File: src/design/sst_pkg.sv
`timescale 1ns / 1ps
// shared types and codes for the sorted set table
// used by sst_cell, sst_group_or and sorted_set_table_top
package sst_pkg;

    localparam int CAPACITY_DEF = 64;
    localparam int KEY_W        = 32;
    localparam int KIND_W       = 3;
    localparam int STATUS_W     = 2;
    localparam int COUNT_W      = 7;
    // cells per first-level group of the flag reduction
    localparam int GROUP_SIZE   = 32;

    localparam logic [KIND_W-1:0] KIND_INSERT      = 3'd0;
    localparam logic [KIND_W-1:0] KIND_REMOVE      = 3'd1;
    localparam logic [KIND_W-1:0] KIND_MEMBER      = 3'd2;
    localparam logic [KIND_W-1:0] KIND_READ_MIN    = 3'd3;
    localparam logic [KIND_W-1:0] KIND_READ_MAX    = 3'd4;
    localparam logic [KIND_W-1:0] KIND_EXTRACT_MIN = 3'd5;
    localparam logic [KIND_W-1:0] KIND_EXTRACT_MAX = 3'd6;

    localparam logic [STATUS_W-1:0] STATUS_OK   = 2'd0;
    localparam logic [STATUS_W-1:0] STATUS_MISS = 2'd1;
    localparam logic [STATUS_W-1:0] STATUS_FULL = 2'd2;

    typedef struct packed {
        logic [KIND_W-1:0]       kind;
        logic signed [KEY_W-1:0] key_value;
    } req_t;

    typedef struct packed {
        logic [STATUS_W-1:0]     status;
        logic signed [KEY_W-1:0] out_value;
        logic [COUNT_W-1:0]      entry_count;
    } rsp_t;

    typedef enum logic [2:0] {
        CMD_NONE,
        CMD_INSERT,
        CMD_DELETE,
        CMD_POP_FRONT,
        CMD_POP_BACK
    } cell_cmd_t;

    typedef struct packed {
        cell_cmd_t               cmd;
        logic signed [KEY_W-1:0] key;
    } cell_ctrl_t;

    typedef struct packed {
        logic                    valid;
        logic                    lt;
        logic signed [KEY_W-1:0] entry;
    } cell_link_t;

endpackage

File: src/design/sst_group_or.sv
`timescale 1ns / 1ps
// registered first-level reduction over a group of cells: match flag and max word
// depends on sst_pkg for the key width
module sst_group_or #(
    parameter int GROUP = sst_pkg::GROUP_SIZE
) (
    input  logic                                   aclk,
    input  logic [GROUP-1:0]                       found_i,
    input  logic [GROUP-1:0][sst_pkg::KEY_W-1:0]   word_i,
    output logic                                   found_o,
    output logic [sst_pkg::KEY_W-1:0]              word_o
);

    logic                      found_reg;
    logic [sst_pkg::KEY_W-1:0] word_reg, word_next;

    always_comb begin
        word_next = '0;
        for (int j = 0; j < GROUP; j++) begin
            word_next = word_next | word_i[j];
        end
    end

    always_ff @(posedge aclk) begin
        found_reg <= |found_i;
        word_reg  <= word_next;
    end

    assign found_o = found_reg;
    assign word_o  = word_reg;

endmodule

File: config.mk
export PLATFORM = sky130hd
export DESIGN_NAME = sst_group_or
export DESIGN_NICKNAME = d
export VERILOG_FILES = /design/src/design/sst_pkg.sv /design/src/design/sst_group_or.sv
export SDC_FILE = /design/constraint.sdc
export NUM_CORES = 1
export LEC_CHECK = 0
export ABC_CLOCK_PERIOD_IN_PS = 820
export BUFFER_PORTS_ARGS = -buffer_cell sky130_fd_sc_hd__buf_2
export CORE_AREA = 5 5 425 427
export CTS_CLUSTER_DIAMETER = 80
export DETAILED_ROUTE_END_ITERATION = 16
export DIE_AREA = 0 0 430 432
export PLACE_DENSITY = 0.3
export REMOVE_ABC_BUFFERS = 1
export SLEW_MARGIN = 20
export SYNTH_ARGS = -nofsm -noshare
export SYNTH_HDL_FRONTEND = slang
export SYNTH_SLANG_ARGS = --single-unit
File: constraint.sdc
create_clock -name aclk -period 0.82 [get_ports aclk]
set_input_delay 0 -clock aclk [delete_from_list [all_inputs] [get_ports aclk]]
set_output_delay 0 -clock aclk [all_outputs]
set_load 0.02 [all_outputs]
==> impl_results.md, run 1 <==
- # fillers: 20836
- Psw: 3.220 mW
- Area contributors post-synth: nor4_1 (46%), dfxtp_1 (21%), nand4_1 (13%), nor4_2 (13%), or2_1 (6.6%)
- PortBufs: 1089
- Pin slew with the least headroom to its limit: 0.6742 ns
- Synthesis-to-layout area growth: 343.7%
- CP max stage delay: 0.51 ns
- CP arrival: 1.65 ns
- Status: finished with violations
- Number of global-route vias before repair: 10290
- Clock buffer depth: 2
- Cell Int Power: 5.083 mW
- Yosys reg bits: 33
- Drt initial violations: 683
- Area occupied by multi-input gates: 3139 um2
- Worst path required time: 1.08 ns
- CTS tree: built
- Sw frac: 38.78%
- Synth cell count leaders: nor4_1 (231), nand4_1 (66), dfxtp_1 (33), nor4_2 (33), or2_1 (33)
- Hold Vio Cnt, Final: 22
- Tot GR Track Use: 12.30%
- Max-cap viol count: 0
- Post-synthesis cell area: 3138 um2
- Vias/cell: 2.603
- Layout cell share with drive strength beyond 1: 83.23%
- Max FO, Critical Path: 1
- First-pass GRT wire length: 139700 um
- Syn Area/Cell: 7.924 um2
- Dpl hpwl: 116500 um
- Slowest-stage cell, CP: nor4_4
- Power share of the clock group: 33.7%
- Die area: 185800 um2
- Routability Congestion: 1.008
- RSZ-0062 raised after global routing: yes
- Placement Cell Area: 12660 um2
- Final ANT Viol Nets: 0
- Setup violators final: 37
- Worst setup SP type: input pin
- Largest net degree at the start of global routing: 10
- Initial Util: 1.786%
- Fin crit period: 1.383 ns
- Min-delay worst type: input pin to register
- Final nets: 2667
- Synth unique cells: 5
- Io pins: 1090
- GRT met1 Usage: 12.34%
- Synth area leader: nor4_1
- Met3 usage: 7.498%
- FP Rows: 154
- Dominant synthesized flop cell: dfxtp_1
- FF/Latch Area: 710.7 um2
- Final number of max-transition violations: 0
- Relative slew slack: 54.68%
- Post-synth top area share: 46.05%
- Clock-pin slew on the worst setup and hold paths: 0.10 ns
- Die H: 432 um
- EDFF count, synth: 0
- Flop pwr share: 19.1%
- Post-synthesis sequential area ratio: 21.05%
- Initial antenna violation count: 225
- Chip width: 430 um
- GR Util met2: 22.29%
- First drt pass iteration count: 5
- Final Util: 7.924%
- Clock buffer count from CTS: 5
- Grt ovf: 0
- Hold slack: -0.07804 ns
- Postcts setup bufs: 0
- Root buffer cell: clkbuf_16
- Setup crit end kind: register
- Core area: 175700 um2
- Total number of H-tree levels: 2
- Vias after detailed routing: 10377
- Combinational Power Share: 47.2%
- Top-count cell post-synth: nor4_1
- Tcrit/Tclk final: 168.7%
- Synth async-reset ratio: 0%
- # DRC: 0
- Routed wire per std cell: 30.28 um
- Post-synthesis cell count: 396
- Final WL: 120700 um
- Yosys Warn Count: 0
- Setup CP Type: input pin to register
- Fmax: 723.0 MHz
- Failing checks: negative hold slack, negative setup slack
- GRT Max-Usage Layer: met2
- CTS Hold Bufs: 1
- Leakage: 5.680 nW
- Worst VDD drop: 0.0007647 V
- Setup ws final: -0.5632 ns
- Finished layout cell area: 13920 um2
- Clock sink count: 33
- Critical path, cell by cell: buf_6, nor4_4, buf_4, nand4_1, or2_1
- Power density cells: 596.3 nW/um2
==> cells in the final DEF (no fill, tap or decap) <==
master          instances
buf_2                1021
nor4_1                169
buf_4                 113
nand4_1                66
nor4_2                 64
buf_6                  50
diode_2                37
or2_1                  32
nor4_4                 31
dfxtp_2                28
buf_12                 11
buf_8                  10
clkbuf_16               5
dfxtp_4                 4
or2_4                   1
clkbuf_1                1
clkbuf_8                1
dlymetal6s4s_1          1
clkbuf_4                1
dfxtp_1                 1
==> power by group through the flow <==
stage / clock network, mW / logic, mW / registers (mW)
after global routing: 3.14 / 4.22 / 1.59
after detailed placement: 0 / 3.58 / 1.64
after global placement: 0 / 3.54 / 1.64
final: 2.80 / 3.92 / 1.59
after floorplan: 0 / 0.257 / 1.64
after CTS: 3.23 / 3.88 / 1.59
==> path summary, 6_finish.rpt <==
path	startpoint	end	slack (ns)	cells past startpoint
max	word_i[993]	word_o[1]$_DFF_P_	-0.56	5
min	word_i[204]	word_o[12]$_DFF_P_	-0.08	4
==> logic make-up after synthesis <==
logic type / after synthesis / share of synthesized area, %
AND/OR/NAND/NOR: 363 / 78.95
flip-flops: 33 / 21.05
==> worst max-delay path: cells and delay by family <==
family / cells / cell delay [ns]
buf+inv: 2 / 0.35
simple gates: 3 / 1.29
==> per-stage QoR <==
stage | power (mW) | setup TNS (ns) | worst slack [ns] | std cells
6_report | 8.303 | -3.454 | -0.5632 | 3987
5_1_grt | 8.948 | -5.933 | -0.4894 | 3956
4_1_cts | 8.703 | -6.771 | -0.5847 | 3952
3_5_place_dp | 5.220 | -20.62 | -1.214 | 3947
3_3_place_gp | 5.177 | -24.91 | -3.137 | 3944
2_1_floorplan | 1.895 | 0 | 0.1392 | 396
==> final cells by class <==
type | count | share of cell area (%)
Multi-Input combinational cell | 363 | 22.54
Timing Repair Buffer | 1207 | 49.64
Clock buffer | 7 | 1.024
Tap cell | 2340 | 21.03
Sequential cell | 33 | 5.104
Antenna cell | 37 | 0.6649
==> per-layer routing <==
layer  wire (um)  share of wire, %
met5         930              0.77
met3       16650                14
met4        2857               2.4
met2       60330                50
met1       39980                33
==> timing repair <==
action | 4_1_cts | 5_1_grt
setup endpoints to repair | 55 | 55
gates cloned | 0 | 0
pin swaps | 43 | 28
endpoints found under the hold margin | 27 | 22
resized for setup | 185 | 36
==> flip-flops by register name, indices dropped and copies added, names as in the netlist <==
name,flops
word_o,32
found_o,1
Power figures use the tool's default switching activity.
==> run 2: changes to the inputs <==
--- a/config.mk
+++ b/config.mk
@@ -11,7 +11,8 @@
 export CTS_CLUSTER_DIAMETER = 80
 export DETAILED_ROUTE_END_ITERATION = 16
 export DIE_AREA = 0 0 430 432
-export PLACE_DENSITY = 0.3
+export PLACE_DENSITY_LB_ADDON = 0.3
+export RECOVER_POWER = 50
 export REMOVE_ABC_BUFFERS = 1
 export SLEW_MARGIN = 20
 export SYNTH_ARGS = -nofsm -noshare
==> run 2 against run 1 <==
  * The run still ends with negative hold slack, negative setup slack left
  * Via count up 4.2%
  * Combinational power up 2%
  * Total power down 1.4%
  * Final cell count up 0.38%
  * First-iteration DRC count up 53%
  * Sequential share of layout area about the same
  * Worst hold slack worse by 0.014 ns
  * Global-route usage up 0.57 points
  * Setup slack better by 0.27 ns
  * Sequential power about the same
  * Non-clock buffer count unchanged
  * Clock power down 6%
  * Highest routed layer unchanged
==> impl_results.md, run 2 (same netlist as run 1, synthesis figures left out) <==
- Die area: 185800 um2
- Hold Vio Cnt, Final: 14
- Setup CP Type: input pin to register
- Clock sink count: 33
- Largest net degree at the start of global routing: 11
- Power density cells: 585.9 nW/um2
- Most common cell after layout, fill and taps aside: buf_2
- Worst VDD drop: 0.0008035 V
- Core area: 175700 um2
- Commonest non-fill, non-tap cells in the layout: buf_2 (1020), nor4_1 (169), buf_4 (111), nand4_1 (66), nor4_2 (63)
- Clock buffer count from CTS: 5
- Vias after detailed routing: 10812
- Grt ovf: 0
- PortBufs: 1089
- Die H: 432 um
- Worst path required time: 1.08 ns
- Layout cell share with drive strength beyond 1: 83.12%
- # fillers: 20749
- Flop pwr share: 19.3%
- Final number of max-transition violations: 0
- Min-delay worst type: input pin to register
- Final Non-Filler Cells: 4002
- Sw frac: 39.05%
- Worst setup SP type: input pin
- First-pass GRT wire length: 146100 um
- Dpl cells: 3951
- RSZ-0062 raised after global routing: yes
- Number of global-route vias before repair: 10437
- Setup violators final: 37
- Root buffer cell: clkbuf_16
- Initial antenna violation count: 263
- Drt initial violations: 1047
- Max FO, Critical Path: 1
- Power share of the clock group: 32.0%
- Postcts setup bufs: 0
- Max-cap viol count: 0
- Worst Setup SP: word_i[355]
- Cell Int Power: 4.989 mW
- Status: finished with violations
- Routed wire per std cell: 31.58 um
- Leakage: 5.672 nW
- Tcrit/Tclk final: 136.0%
- Total number of H-tree levels: 2
- Hold slack: -0.09165 ns
- HP Start: word_i[136]
- Final nets: 2667
- Psw: 3.197 mW
- Io pins: 1090
- Final ANT Viol Nets: 0
- Dpl hpwl: 122100 um
- Combinational Power Share: 48.7%
- Setup_tns: -2.488 ns
- Initial Util: 1.786%
- CP arrival: 1.37 ns
- Vias/cell: 2.702
- Synthesis-to-layout area growth: 345.2%
- Pin slew with the least headroom to its limit: 0.5618 ns
- # DRC: 0
- First drt pass iteration count: 5
- Clock-pin slew on the worst setup and hold paths: 0.10 ns
- Relative slew slack: 62.43%
- Setup crit end kind: register
- Final WL: 126400 um
- Clock buffer depth: 2
- Failing checks: negative hold slack, negative setup slack
- Chip width: 430 um
- Setup ws final: -0.2955 ns
- Max reg flops: 32
- CTS tree: built
- Routability Congestion: 1.092
- Tot GR Track Use: 12.88%
- Fin crit period: 1.115 ns
- FP Rows: 154
- Fmax: 896.5 MHz
-- run 2: area by class of cell --
cell class,count,area (um2),share of cell area (%)
antenna,51,127.6,0.9135
clock buffer,6,128.9,0.9224
clock inverter,2,10.01,0.07165
multi-input combinational,363,3146,22.51
sequential,33,718.2,5.141
tap,2340,2928,20.96
timing repair buffer,1207,6913,49.48
-- run 2: metrics by stage --
step / area, um2 / utilization (%) / setup slack [ns] / total power [mW]
floorplan: 3138 / - / 0.1392 / 1.895
global placement: 12700 / 7.225 / -1.589 / 5.247
detailed placement: 12720 / 7.236 / -1.182 / 5.276
CTS: 13600 / 7.737 / -0.4041 / 8.545
global route: 13880 / 7.898 / -0.3252 / 8.806
finish: 13970 / 7.950 / -0.2955 / 8.186
-- run 2: routing by layer --
| metal | share of wire, % | track usage (%) | vias up |
|---|---|---|---|
| li1 | - | - | 4351 |
| met1 | 32 | 12.75 | 4813 |
| met2 | 48 | 22.57 | 1031 |
| met3 | 16 | 8.973 | 467 |
| met4 | 2.5 | 1.874 | 150 |
| met5 | 0.77 | 0 | - |
-- run 2: power groups by stage --
| stage | Sequential, mW | Clock (mW) | Combinational [mW] |
|---|---|---|---|
| finish | 1.58 | 2.62 | 3.99 |
| CTS | 1.58 | 3.04 | 3.93 |
| global placement | 1.64 | 0 | 3.61 |
| floorplan | 1.64 | 0 | 0.257 |
| detailed placement | 1.64 | 0 | 3.64 |
| global route | 1.58 | 2.93 | 4.30 |
-- run 2: what timing repair did --
action / 4_1_cts / 5_1_grt
hold endpoints to repair: 19 / 16
gates resized for setup: 191 / 44
setup endpoints to repair: 52 / 53
pin swaps: 42 / 39
-- run 2: critical path, stage by stage --
cell,delay (ns)
buf_6,0.09
nor4_4,0.35
buf_4,0.17
nand4_1,0.38
or2_1,0.37
-- run 2: worst paths after layout --
kind,to,slack [ns],cells past startpoint
min,word_o[8]$_DFF_P_,-0.09,4
max,word_o[3]$_DFF_P_,-0.30,5
