===== config.mk =====
export PLATFORM = sky130hd
export DESIGN_NAME = sst_cell
export DESIGN_NICKNAME = d
export VERILOG_FILES = /design/src/design/sst_pkg.sv /design/src/design/sst_cell.sv
export SDC_FILE = /design/constraint.sdc
export NUM_CORES = 1
export LEC_CHECK = 0
export BUFFER_PORTS_ARGS = -buffer_cell sky130_fd_sc_hd__buf_2
export CORE_ASPECT_RATIO = 0.6
export CORE_MARGIN = 5
export CORE_UTILIZATION = 44
export CTS_CLUSTER_SIZE = 14
export DETAILED_ROUTE_END_ITERATION = 16
export MAX_ROUTING_LAYER = met4
export PLACE_DENSITY = 0.82
export SETUP_SLACK_MARGIN = 0.3
export SYNTH_ARGS = -nofsm -noshare
export SYNTH_HDL_FRONTEND = slang
export SYNTH_SLANG_ARGS = --single-unit

===== constraint.sdc =====
create_clock -name aclk -period 4 [get_ports aclk]
set_clock_uncertainty 0.1 [all_clocks]
set_input_delay 0.4 -clock aclk [delete_from_list [all_inputs] [get_ports aclk]]
set_output_delay 0.4 -clock aclk [all_outputs]
set_load 0.005 [all_outputs]

===== src/design/sst_pkg.sv =====
`timescale 1ns / 1ps
// shared types and codes for the sorted set table
// used by sst_cell, sst_group_or and sorted_set_table_top
package sst_pkg;

    localparam int CAPACITY_DEF = 64;
    localparam int KEY_W        = 32;
    localparam int KIND_W       = 3;
    localparam int STATUS_W     = 2;
    localparam int COUNT_W      = 7;
    // cells per first-level group of the flag reduction
    localparam int GROUP_SIZE   = 32;

    localparam logic [KIND_W-1:0] KIND_INSERT      = 3'd0;
    localparam logic [KIND_W-1:0] KIND_REMOVE      = 3'd1;
    localparam logic [KIND_W-1:0] KIND_MEMBER      = 3'd2;
    localparam logic [KIND_W-1:0] KIND_READ_MIN    = 3'd3;
    localparam logic [KIND_W-1:0] KIND_READ_MAX    = 3'd4;
    localparam logic [KIND_W-1:0] KIND_EXTRACT_MIN = 3'd5;
    localparam logic [KIND_W-1:0] KIND_EXTRACT_MAX = 3'd6;

    localparam logic [STATUS_W-1:0] STATUS_OK   = 2'd0;
    localparam logic [STATUS_W-1:0] STATUS_MISS = 2'd1;
    localparam logic [STATUS_W-1:0] STATUS_FULL = 2'd2;

    typedef struct packed {
        logic [KIND_W-1:0]       kind;
        logic signed [KEY_W-1:0] key_value;
    } req_t;

    typedef struct packed {
        logic [STATUS_W-1:0]     status;
        logic signed [KEY_W-1:0] out_value;
        logic [COUNT_W-1:0]      entry_count;
    } rsp_t;

    typedef enum logic [2:0] {
        CMD_NONE,
        CMD_INSERT,
        CMD_DELETE,
        CMD_POP_FRONT,
        CMD_POP_BACK
    } cell_cmd_t;

    typedef struct packed {
        cell_cmd_t               cmd;
        logic signed [KEY_W-1:0] key;
    } cell_ctrl_t;

    typedef struct packed {
        logic                    valid;
        logic                    lt;
        logic signed [KEY_W-1:0] entry;
    } cell_link_t;

endpackage


===== src/design/sst_cell.sv =====
`timescale 1ns / 1ps
// one slot of the sorted chain: holds an entry and its valid bit
// depends on sst_pkg for the control and neighbor link structs
module sst_cell (
    input  logic                             aclk,
    input  logic                             aresetn,
    input  sst_pkg::cell_ctrl_t              ctrl_i,
    input  sst_pkg::cell_link_t              left_i,
    input  sst_pkg::cell_link_t              right_i,
    output sst_pkg::cell_link_t              link_o,
    output logic                             found_o,
    output logic signed [sst_pkg::KEY_W-1:0] max_word_o
);

    logic signed [sst_pkg::KEY_W-1:0] entry_reg, entry_next;
    logic                             valid_reg, valid_next;
    logic                             lt;

    assign lt         = valid_reg && (entry_reg < ctrl_i.key);
    assign found_o    = valid_reg && (entry_reg == ctrl_i.key);
    // only the topmost valid cell shows its entry to the max reduction
    assign max_word_o = (valid_reg && !right_i.valid) ? entry_reg : '0;

    assign link_o.valid = valid_reg;
    assign link_o.lt    = lt;
    assign link_o.entry = entry_reg;

    always_comb begin
        entry_next = entry_reg;
        valid_next = valid_reg;
        unique case (ctrl_i.cmd)
            sst_pkg::CMD_INSERT: begin
                valid_next = left_i.valid;
                if (!lt) begin
                    entry_next = left_i.lt ? ctrl_i.key : left_i.entry;
                end
            end
            sst_pkg::CMD_DELETE: begin
                valid_next = right_i.valid;
                if (!lt) begin
                    entry_next = right_i.entry;
                end
            end
            sst_pkg::CMD_POP_FRONT: begin
                valid_next = right_i.valid;
                entry_next = right_i.entry;
            end
            sst_pkg::CMD_POP_BACK: begin
                valid_next = valid_reg && right_i.valid;
            end
            default: begin
                entry_next = entry_reg;
            end
        endcase
    end

    always_ff @(posedge aclk) begin
        if (!aresetn) begin
            valid_reg <= 1'b0;
        end else begin
            valid_reg <= valid_next;
        end
        entry_reg <= entry_next;
    end

endmodule


==> flow_metrics.tcl, run 1 <==
set metrics [dict create \
    status "completed" \
    synthesis.nets 449 \
    final_nets 610 \
    clock_tree.buffer_depth 2 \
    final-max-slew-violation-count 0 \
    maxCapViolCount 0 \
    root_buffer "clkbuf_8" \
    ys.flop_type "edfxtp_1" \
    synth.most_common_cell "nand2_1" \
    dr.pass1.iters 4 \
    arrival_ps 2870 \
    cts_setup_buffers 0 \
    relSlewSlack_pct 20.0 \
    tightest_slew_ps 1200 \
    dr.first_iter.drc_count 136 \
    grt_overflow 0 \
    synth_commonest_cells "46 x nand2_1, 37 x o21ai_0, 33 x inv_1" \
    final.setup.tns_ps 0 \
    synth_area_leaders "edfxtp_1 34%, ha_1 14%, mux2i_1 11%" \
    cts_tree "built" \
    hpwl_mm 6.65 \
    setup_viol 0 \
    rsz0062_at_grt "no" \
    drive_gt1_share_pct 39.5 \
    num_vias 2810 \
    period_share_pct 76.7 \
    async_flop_share_pct 0 \
    synth.distinct_cells 32 \
    p_leak_nw 2.01 \
    cp_data_required_time_ps 3800 \
    wirelength_mm 8.26 \
    final_cell_area_sq_um 3800 \
    port_buffers 170 \
    drt-vias-per-instance 5.04 \
    ir_drop_v 0.000114 \
    synth_area_sq_um 2820 \
    period_minus_slack_ps 3070 \
    drcViolationCount 0 \
    synthCells 312 \
    largest_reg_flops 32 \
    cts_resized 0 \
    cts_hold_buf 0 \
    syn_area_per_cell_sq_um 9.03 \
    cp_slowest_cell "nor2_4" \
    ff2ff_setup_slack_ps 930 \
    grt_max_degree 66 \
    wl_per_cell_microns 14.8 \
    crit_path_end "entry_reg[14]" \
    worst-path-max-fanout 32 \
    yosysSeqAreaShare_pct 34.8 \
    synth_edf_count 32 \
    clk_latency_ps 290 \
    htree_levels 2 \
    max_clock_freq_ghz 0.326 \
    ant_nets 0 \
    grt_util_all_layers_pct 20.5 \
    die_area_sq_um 8150 \
    cts_made_buffers 5 \
    cp-end-kind "register" \
    cts_sinks 33 \
    rr_worst_depth 7 \
    start_kind "register" \
    synth_top_area_cell "edfxtp_1" \
    cp_cell_sequence "ha_1, nand4_2, nor4_2, a21bo_2, a31oi_4, nor4b_1, nor2_4" \
    area_delta_synth_final_pct 34.9 \
    timing.final.ws_setup_ps 931 \
    crit_path_start "entry_reg[15]" \
    synth_seq_cells 33 \
    finalHoldViolCount 0 \
    critPathMaxStageDelay_ps 730 \
    die_y_microns 72.0 \
    clk_pin_slew_ps 80 \
    core_sq_um 6170 \
    yosysWarningCount 0 \
    grt_pass1_vias 2702 \
    ios 172 \
    start_util_pct 45.7 \
    yosys.area.top_type_share_pct 34.1 \
    timing.rr.end "entry_reg[14]" \
    hold_path.class "in2reg" \
    dpl-instance-area_sq_um 3720 \
    pre_cts_slack_ps 794 \
    grt_pass1_wl_mm 12.9 \
    rows 22 \
    die_x_microns 113 \
    p_per_area_nw_per_um2 257 \
    antenna_cells 0 \
    antenna_found_initial 0 \
    timing.rr.start "entry_reg[15]" \
    gp_congestion 0.832 \
    crit_type "reg2reg" \
]
## cell usage in the layout (no fill, tap or decap), drive strengths merged
cell	count
nor2	9
a31oi	1
dfxtp	1
nand2	46
nor2b	4
a221oi	1
o211a	1
ha	32
nand3	1
a2bb2oi	1
o21ai	37
mux2i	32
o21a	1
inv	33
buf	170
o211ai	2
clkbuf	8
o31ai	1
nor4b	1
edfxtp	32
a311o	1
a21bo	1
nor3b	1
nand4	5
a21oi	15
and2	32
and3	1
nor4	2
a211oi	2
## layout make-up
class	instances	area (sq um)
multi-input combinational	230	1660
timing repair buffer	170	851
sequential	33	981
clock buffer	8	80.1
inverter	33	124
tap	84	105
fill	554	2370
## how the worst min path moves through the flow
stage / endpoint / startpoint / cells past startpoint
4_1_cts: valid_reg / aresetn / 2
2_1_floorplan: valid_reg / aresetn / 1
5_1_grt: valid_reg / aresetn / 2
3_5_place_dp: valid_reg / aresetn / 2
3_3_place_gp: valid_reg / aresetn / 2
6_report: valid_reg / aresetn / 2
## per-layer routing
| layer | global-route usage [%] | routed length [microns] | up-vias |
|---|---|---|---|
| met5 | - | 0 | - |
| met1 | 25.5 | 3580 | 1271 |
| met2 | 34.3 | 3910 | 114 |
| met4 | 4.67 | 93 | 0 |
| met3 | 4.75 | 667 | 13 |
| li1 | - | - | 1412 |
## power breakdown
part	internal (W)	total (W)	switching, W
registers	0.000419	0.000440	0.0000213
logic	0.000137	0.000288	0.000151
clock network	0.000124	0.000246	0.000123
total	0.000679	0.000974	0.000295
## per-stage QoR
stage	hold WS [ps]	power [W]	utilization, %	instances
after CTS	232	0.000985	61.6	558
after global routing	230	0.00104	61.6	558
after floorplan	433	0.000602	-	312
final	239	0.000974	61.6	558
after global placement	530	0.000723	60.3	550
after detailed placement	535	0.000737	60.3	550
## worst max-delay path: cells and delay by family, from the launching register on
kind	cells	cell delay (ps)
AND/OR/NAND/NOR	4	1340
AO/OA/AOI/OAI	2	450
flip-flops	1	440
adder cells (fa/ha/maj)	1	350
## kinds of logic (layout without fill, tap and decap cells)
| logic type | after synthesis | in the layout | synth area share (%) |
|---|---|---|---|
| flops | 33 | 33 | 34.8 |
| compound gates | 64 | 64 | 13.7 |
| fa+ha+maj | 32 | 32 | 14.2 |
| mux | 32 | 32 | 11.4 |
| buf+inv | 49 | 211 | 6.93 |
| simple gates | 102 | 102 | 19.0 |
Power figures use the tool's default switching activity.
==> inputs of run 2 (changes only) <==
--- a/config.mk
+++ b/config.mk
@@ -8,11 +8,11 @@
 export BUFFER_PORTS_ARGS = -buffer_cell sky130_fd_sc_hd__buf_2
 export CORE_ASPECT_RATIO = 0.6
 export CORE_MARGIN = 5
-export CORE_UTILIZATION = 44
+export CORE_UTILIZATION = 40
 export CTS_CLUSTER_SIZE = 14
 export DETAILED_ROUTE_END_ITERATION = 16
 export MAX_ROUTING_LAYER = met4
-export PLACE_DENSITY = 0.82
+export PLACE_DENSITY = 0.78
 export SETUP_SLACK_MARGIN = 0.3
 export SYNTH_ARGS = -nofsm -noshare
 export SYNTH_HDL_FRONTEND = slang
==> constraint.sdc (replaced) <==
create_clock -name aclk -period 2.6 [get_ports aclk]
set_clock_uncertainty 0.1 [all_clocks]
set_input_delay 0.26 -clock aclk [delete_from_list [all_inputs] [get_ports aclk]]
set_output_delay 0.26 -clock aclk [all_outputs]
set_load 0.005 [all_outputs]
==> flow_metrics.tcl, run 2 (synthesis results as in run 1) <==
set metrics [dict create \
    clk_latency_ps 270 \
    final_common_cell "buf_2" \
    rsz0062_at_grt "yes" \
    ant_nets 0 \
    p_leak_nw 2.36 \
    timing.rr.end "entry_reg[8]" \
    final-max-slew-violation-count 0 \
    timing.final.ws_setup_ps -30.3 \
    period_share_pct 101 \
    cell_internal_pwr_w 0.00132 \
    cts_made_buffers 5 \
    holdWs_ps 128 \
    cts_sinks 33 \
    hpwl_mm 7.29 \
    p_comb_share_pct 34.0 \
    p_seq_share_pct 36.4 \
    p_clk_share_pct 29.6 \
    clock_tree.buffer_depth 2 \
    gp_congestion 0.843 \
    antenna_found_initial 0 \
    grt_pass1_wl_mm 15.5 \
    rr_worst_depth 10 \
    grt_util_all_layers_pct 22.6 \
    ir_drop_v 0.000267 \
    ff2ff_setup_slack_ps -20 \
    drcViolationCount 0 \
    die_y_microns 75.0 \
    p_sw_share_pct 28.9 \
    clk_pin_slew_ps 50 \
    max_clock_freq_ghz 0.380 \
    dr.first_iter.drc_count 144 \
    rows 23 \
    power.switching_w 0.000537 \
    die_x_microns 118 \
    die_area_sq_um 8870 \
    status "finished with violations" \
    area_delta_synth_final_pct 62.7 \
    dr.pass1.iters 4 \
    grt_max_degree 38 \
    port_buffers 170 \
    largest_reg_flops 32 \
    grt_pass1_vias 3192 \
    ios 172 \
    tightest_slew_ps 587 \
    final_nets 667 \
    maxCapViolCount 0 \
    crit_path_start "entry_reg[27]" \
    root_buffer "clkbuf_16" \
    wl_per_cell_microns 15.6 \
    crit_path_end "link_o[32]" \
    antenna_cells 0 \
    setup_viol 13 \
    cp_data_required_time_ps 2240 \
    relSlewSlack_pct 60.8 \
    hold_path.class "in2reg" \
    crit_type "reg2out" \
    pre_cts_slack_ps -394 \
    worst-path-max-fanout 3 \
    start_util_pct 41.6 \
    finalHoldViolCount 0 \
    wirelength_mm 9.62 \
    drt-vias-per-instance 4.91 \
    htree_levels 2 \
    core_sq_um 6760 \
    cts_hold_buf 0 \
    period_minus_slack_ps 2630 \
    cp-end-kind "primary output" \
    drive_gt1_share_pct 50.2 \
    cts_tree "built" \
    start_kind "register" \
    grt_overflow 0 \
    num_vias 3029 \
    arrival_ps 2270 \
    layout_common_cells "170 x buf_2, 49 x buf_4, 45 x nand2_1, 35 x o21ai_0, 33 x inv_1" \
    timing.rr.start "entry_reg[27]" \
    violations "negative setup slack" \
    p_per_area_nw_per_um2 406 \
]
## run 2: cell types whose count changed in the layout (fill, tap and decap cells not counted), sizes merged
cell    change
buf        +56
clkbuf      -2
clkinv      +1
nor2        +1
## run 2: worst min path at each step
stage,start,end,cells after the start
floorplan,aresetn,valid_reg,1
global placement,aresetn,valid_reg,2
detailed placement,aresetn,valid_reg,2
CTS,aresetn,valid_reg,2
global route,aresetn,valid_reg,2
finish,aresetn,valid_reg,2
## run 2: stage by stage
step | setup TNS (ps) | utilization, % | area [sq um] | std cells | power (W)
after global placement | -9480 | 60.3 | 4080 | 595 | 0.00119
after floorplan | -993 | - | 2850 | 312 | 0.000931
after detailed placement | -12550 | 60.3 | 4080 | 595 | 0.00121
after global routing | -3530 | 67.8 | 4580 | 617 | 0.00198
final | -231 | 67.8 | 4580 | 617 | 0.00186
after CTS | 0 | 67.3 | 4550 | 616 | 0.00185
## run 2: per-layer routing
metal	routed length, microns	global-route usage, %	vias up	share of wire, %
met5	0	-	-	0
met4	92	3.94	0	0.96
met3	718	4.88	8	7.5
met2	4640	40.4	119	48
met1	4170	27.0	1382	43
li1	-	-	1520	-
## run 2: power by group through the flow
stage	clock network [W]	registers, W	logic (W)
after floorplan	0	0.000685	0.000246
after global placement	0	0.000679	0.000514
after detailed placement	0	0.000682	0.000532
after CTS	0.000560	0.000675	0.000619
after global routing	0.000593	0.000681	0.000701
final	0.000550	0.000676	0.000632
## run 2: area by class of cell
cell class	instances	area [sq um]
multi-input cells	231	1910
flip-flops and latches	33	981
clock buffers	6	129
well taps	87	109
clock inverters	1	3.75
inverters	33	124
repair buffers	226	1320
fillers	533	2180
## run 2: worst max-delay path, stage by stage (launching register included)
cell and delay, ps:
edfxtp_1 440, ha_4 310, nand4_1 180, nor4_4 370, nand2_2 120, a31oi_4 170, buf_6 140, o21ai_4 60
o31ai_4 60, buf_2 150
## run 2: repair_timing
item	in CTS	in global routing
endpoints found under the setup margin	34	34
resized for setup	29	4
cloned	1	0
buffers inserted	13	1
pin swaps	19	7
==> inputs of run 3 (changes only) <==
--- a/config.mk
+++ b/config.mk
@@ -6,6 +6,7 @@
 export NUM_CORES = 1
 export LEC_CHECK = 0
 export BUFFER_PORTS_ARGS = -buffer_cell sky130_fd_sc_hd__buf_2
+export CAP_MARGIN = 10
 export CORE_ASPECT_RATIO = 0.6
 export CORE_MARGIN = 5
 export CORE_UTILIZATION = 40
==> constraint.sdc (replaced) <==
create_clock -name aclk -period 2.6 [get_ports aclk]
set_clock_uncertainty 0.1 [all_clocks]
set_input_delay 0.13 -clock aclk [delete_from_list [all_inputs] [get_ports aclk]]
set_output_delay 0.13 -clock aclk [all_outputs]
set_load 0.005 [all_outputs]
==> flow_metrics.tcl, run 3 (synthesis results as in run 1) <==
set metrics [dict create \
    status "completed" \
    root_buffer "clkbuf_16" \
    start_util_pct 41.6 \
    finalHoldViolCount 0 \
    largest_reg_flops 32 \
    clk_pin_slew_ps 50 \
    grt_util_all_layers_pct 21.6 \
    drive_gt1_share_pct 48.4 \
    setup_viol 0 \
    dr.pass1.iters 4 \
    hold_path.class "in2reg" \
    tightest_slew_ps 575 \
    cts_tree "built" \
    ir_drop_v 0.000270 \
    grt_overflow 0 \
    gp_congestion 0.840 \
    period_share_pct 96.2 \
    grtUsageMet3_pct 5.26 \
    arrival_ps 2380 \
    layout_common_cells "170 x buf_2, 46 x buf_4, 45 x nand2_1, 35 x o21ai_0, 33 x inv_1" \
    power_w 0.00182 \
    cts_made_buffers 5 \
    dr.first_iter.drc_count 114 \
    final_nets 663 \
    final-max-slew-violation-count 0 \
    grt_busiest_layer "met2" \
    grt_pass1_wl_mm 15.0 \
    ant_nets 0 \
    cts_sinks 33 \
    drt-vias-per-instance 4.90 \
    start_kind "register" \
    critPathMaxStageDelay_ps 410 \
    die_y_microns 75.0 \
    crit_family "compound AO/OA/AOI/OAI gates" \
    grt_pass1_vias 3183 \
    p_per_area_nw_per_um2 410 \
    clk_latency_ps 270 \
    final.setup.tns_ps 0 \
    num_vias 3012 \
    core_sq_um 6760 \
    wirelength_mm 9.14 \
    cp-end-kind "register" \
    die_area_sq_um 8870 \
    wl_per_cell_microns 14.9 \
    period_minus_slack_ps 2500 \
    grt_max_degree 39 \
    final_common_cell "buf_2" \
    ios 172 \
    min_path_cells 3 \
    worst-path-max-fanout 15 \
    maxCapViolCount 0 \
    antenna_found_initial 1 \
    rows 23 \
    hpwl_mm 7.29 \
    rsz0062_at_grt "yes" \
    cp_data_required_time_ps 2480 \
    cp_slowest_cell "edfxtp_1" \
    die_x_microns 118 \
    clock_tree.buffer_depth 2 \
    max_clock_freq_ghz 0.400 \
    grtUsageMet2_pct 37.9 \
    drcViolationCount 0 \
    cp_cell_sequence "ha_1, a21oi_2, o21ai_2, a221oi_2, o211ai_2, a311o_1, nor2_4, buf_12" \
    port_buffers 170 \
    crit_buf_inv 1 \
    p_leak_nw 2.34 \
    relSlewSlack_pct 61.6 \
    grtUsageMet1_pct 26.1 \
    area_delta_synth_final_pct 57.7 \
    crit_cells 8 \
    crit_type "reg2reg" \
    htree_levels 2 \
    rr_worst_depth 8 \
]
==> run 3: changes by cell type in the layout (fill, tap and decap cells not counted), moves of 2 or more <==
cell and delta:
ha_1 +6, buf_4 -3, a21oi_2 -2, ha_4 -6
clkinv_2 +2, o21ai_2 +2, a21oi_1 +2
==> run 3: metrics by stage <==
stage	area (sq um)	util, %	hold slack [ps]	instances	setup slack (ps)
after floorplan	2850	-	163	312	-31.0
after global placement	4070	60.2	260	596	-258
after detailed placement	4070	60.2	278	596	-359
after CTS	4390	64.8	28.0	612	135
after global routing	4440	65.7	38.2	615	4.85
final	4440	65.7	32.2	615	98.8
==> run 3: routing by layer <==
layer	vias to the layer above	routed length, microns
li1	1518	-
met1	1379	3970
met2	111	4380
met3	4	726
met4	0	59
met5	-	0
==> run 3: path summary, 6_finish.rpt <==
path	from	endpoint	slack, ps
worst max-delay path	entry_reg[23]	entry_reg[29]	100
worst min-delay path	right_i[25]	entry_reg[25]	30
worst max register to register	entry_reg[23]	entry_reg[29]	100
worst min register to register	valid_reg	valid_reg	730
==> run 3: cell type report <==
type	count	area, sq um
fill	562	2320
multi-input combinational	231	1810
timing repair buffer	222	1280
sequential	33	981
clock buffer	6	129
inverter	33	124
tap	87	109
clock inverter	2	10.0
antenna	1	2.50
==> run 3: report_power, final <==
part | internal (W) | switching [W] | total [W]
combinational | 0.000305 | 0.000281 | 0.000586
clock | 0.000351 | 0.000210 | 0.000562
sequential | 0.000643 | 0.0000283 | 0.000672
==> run 3: what timing repair did <==
| action | 4_1_cts | 5_1_grt |
|---|---|---|
| hold endpoints to repair | 1 | 0 |
| cloned | 1 | 0 |
| hold buffers | 1 | 0 |
| resized for setup | 13 | 8 |
| setup endpoints to repair | 33 | 34 |
| buffers inserted | 6 | 2 |
| pin swaps | 6 | 3 |
==> run 3: worst min-delay path: stages <==
cell and delay (ps):
buf_2 80, nand2_1 30, o21ai_0 50
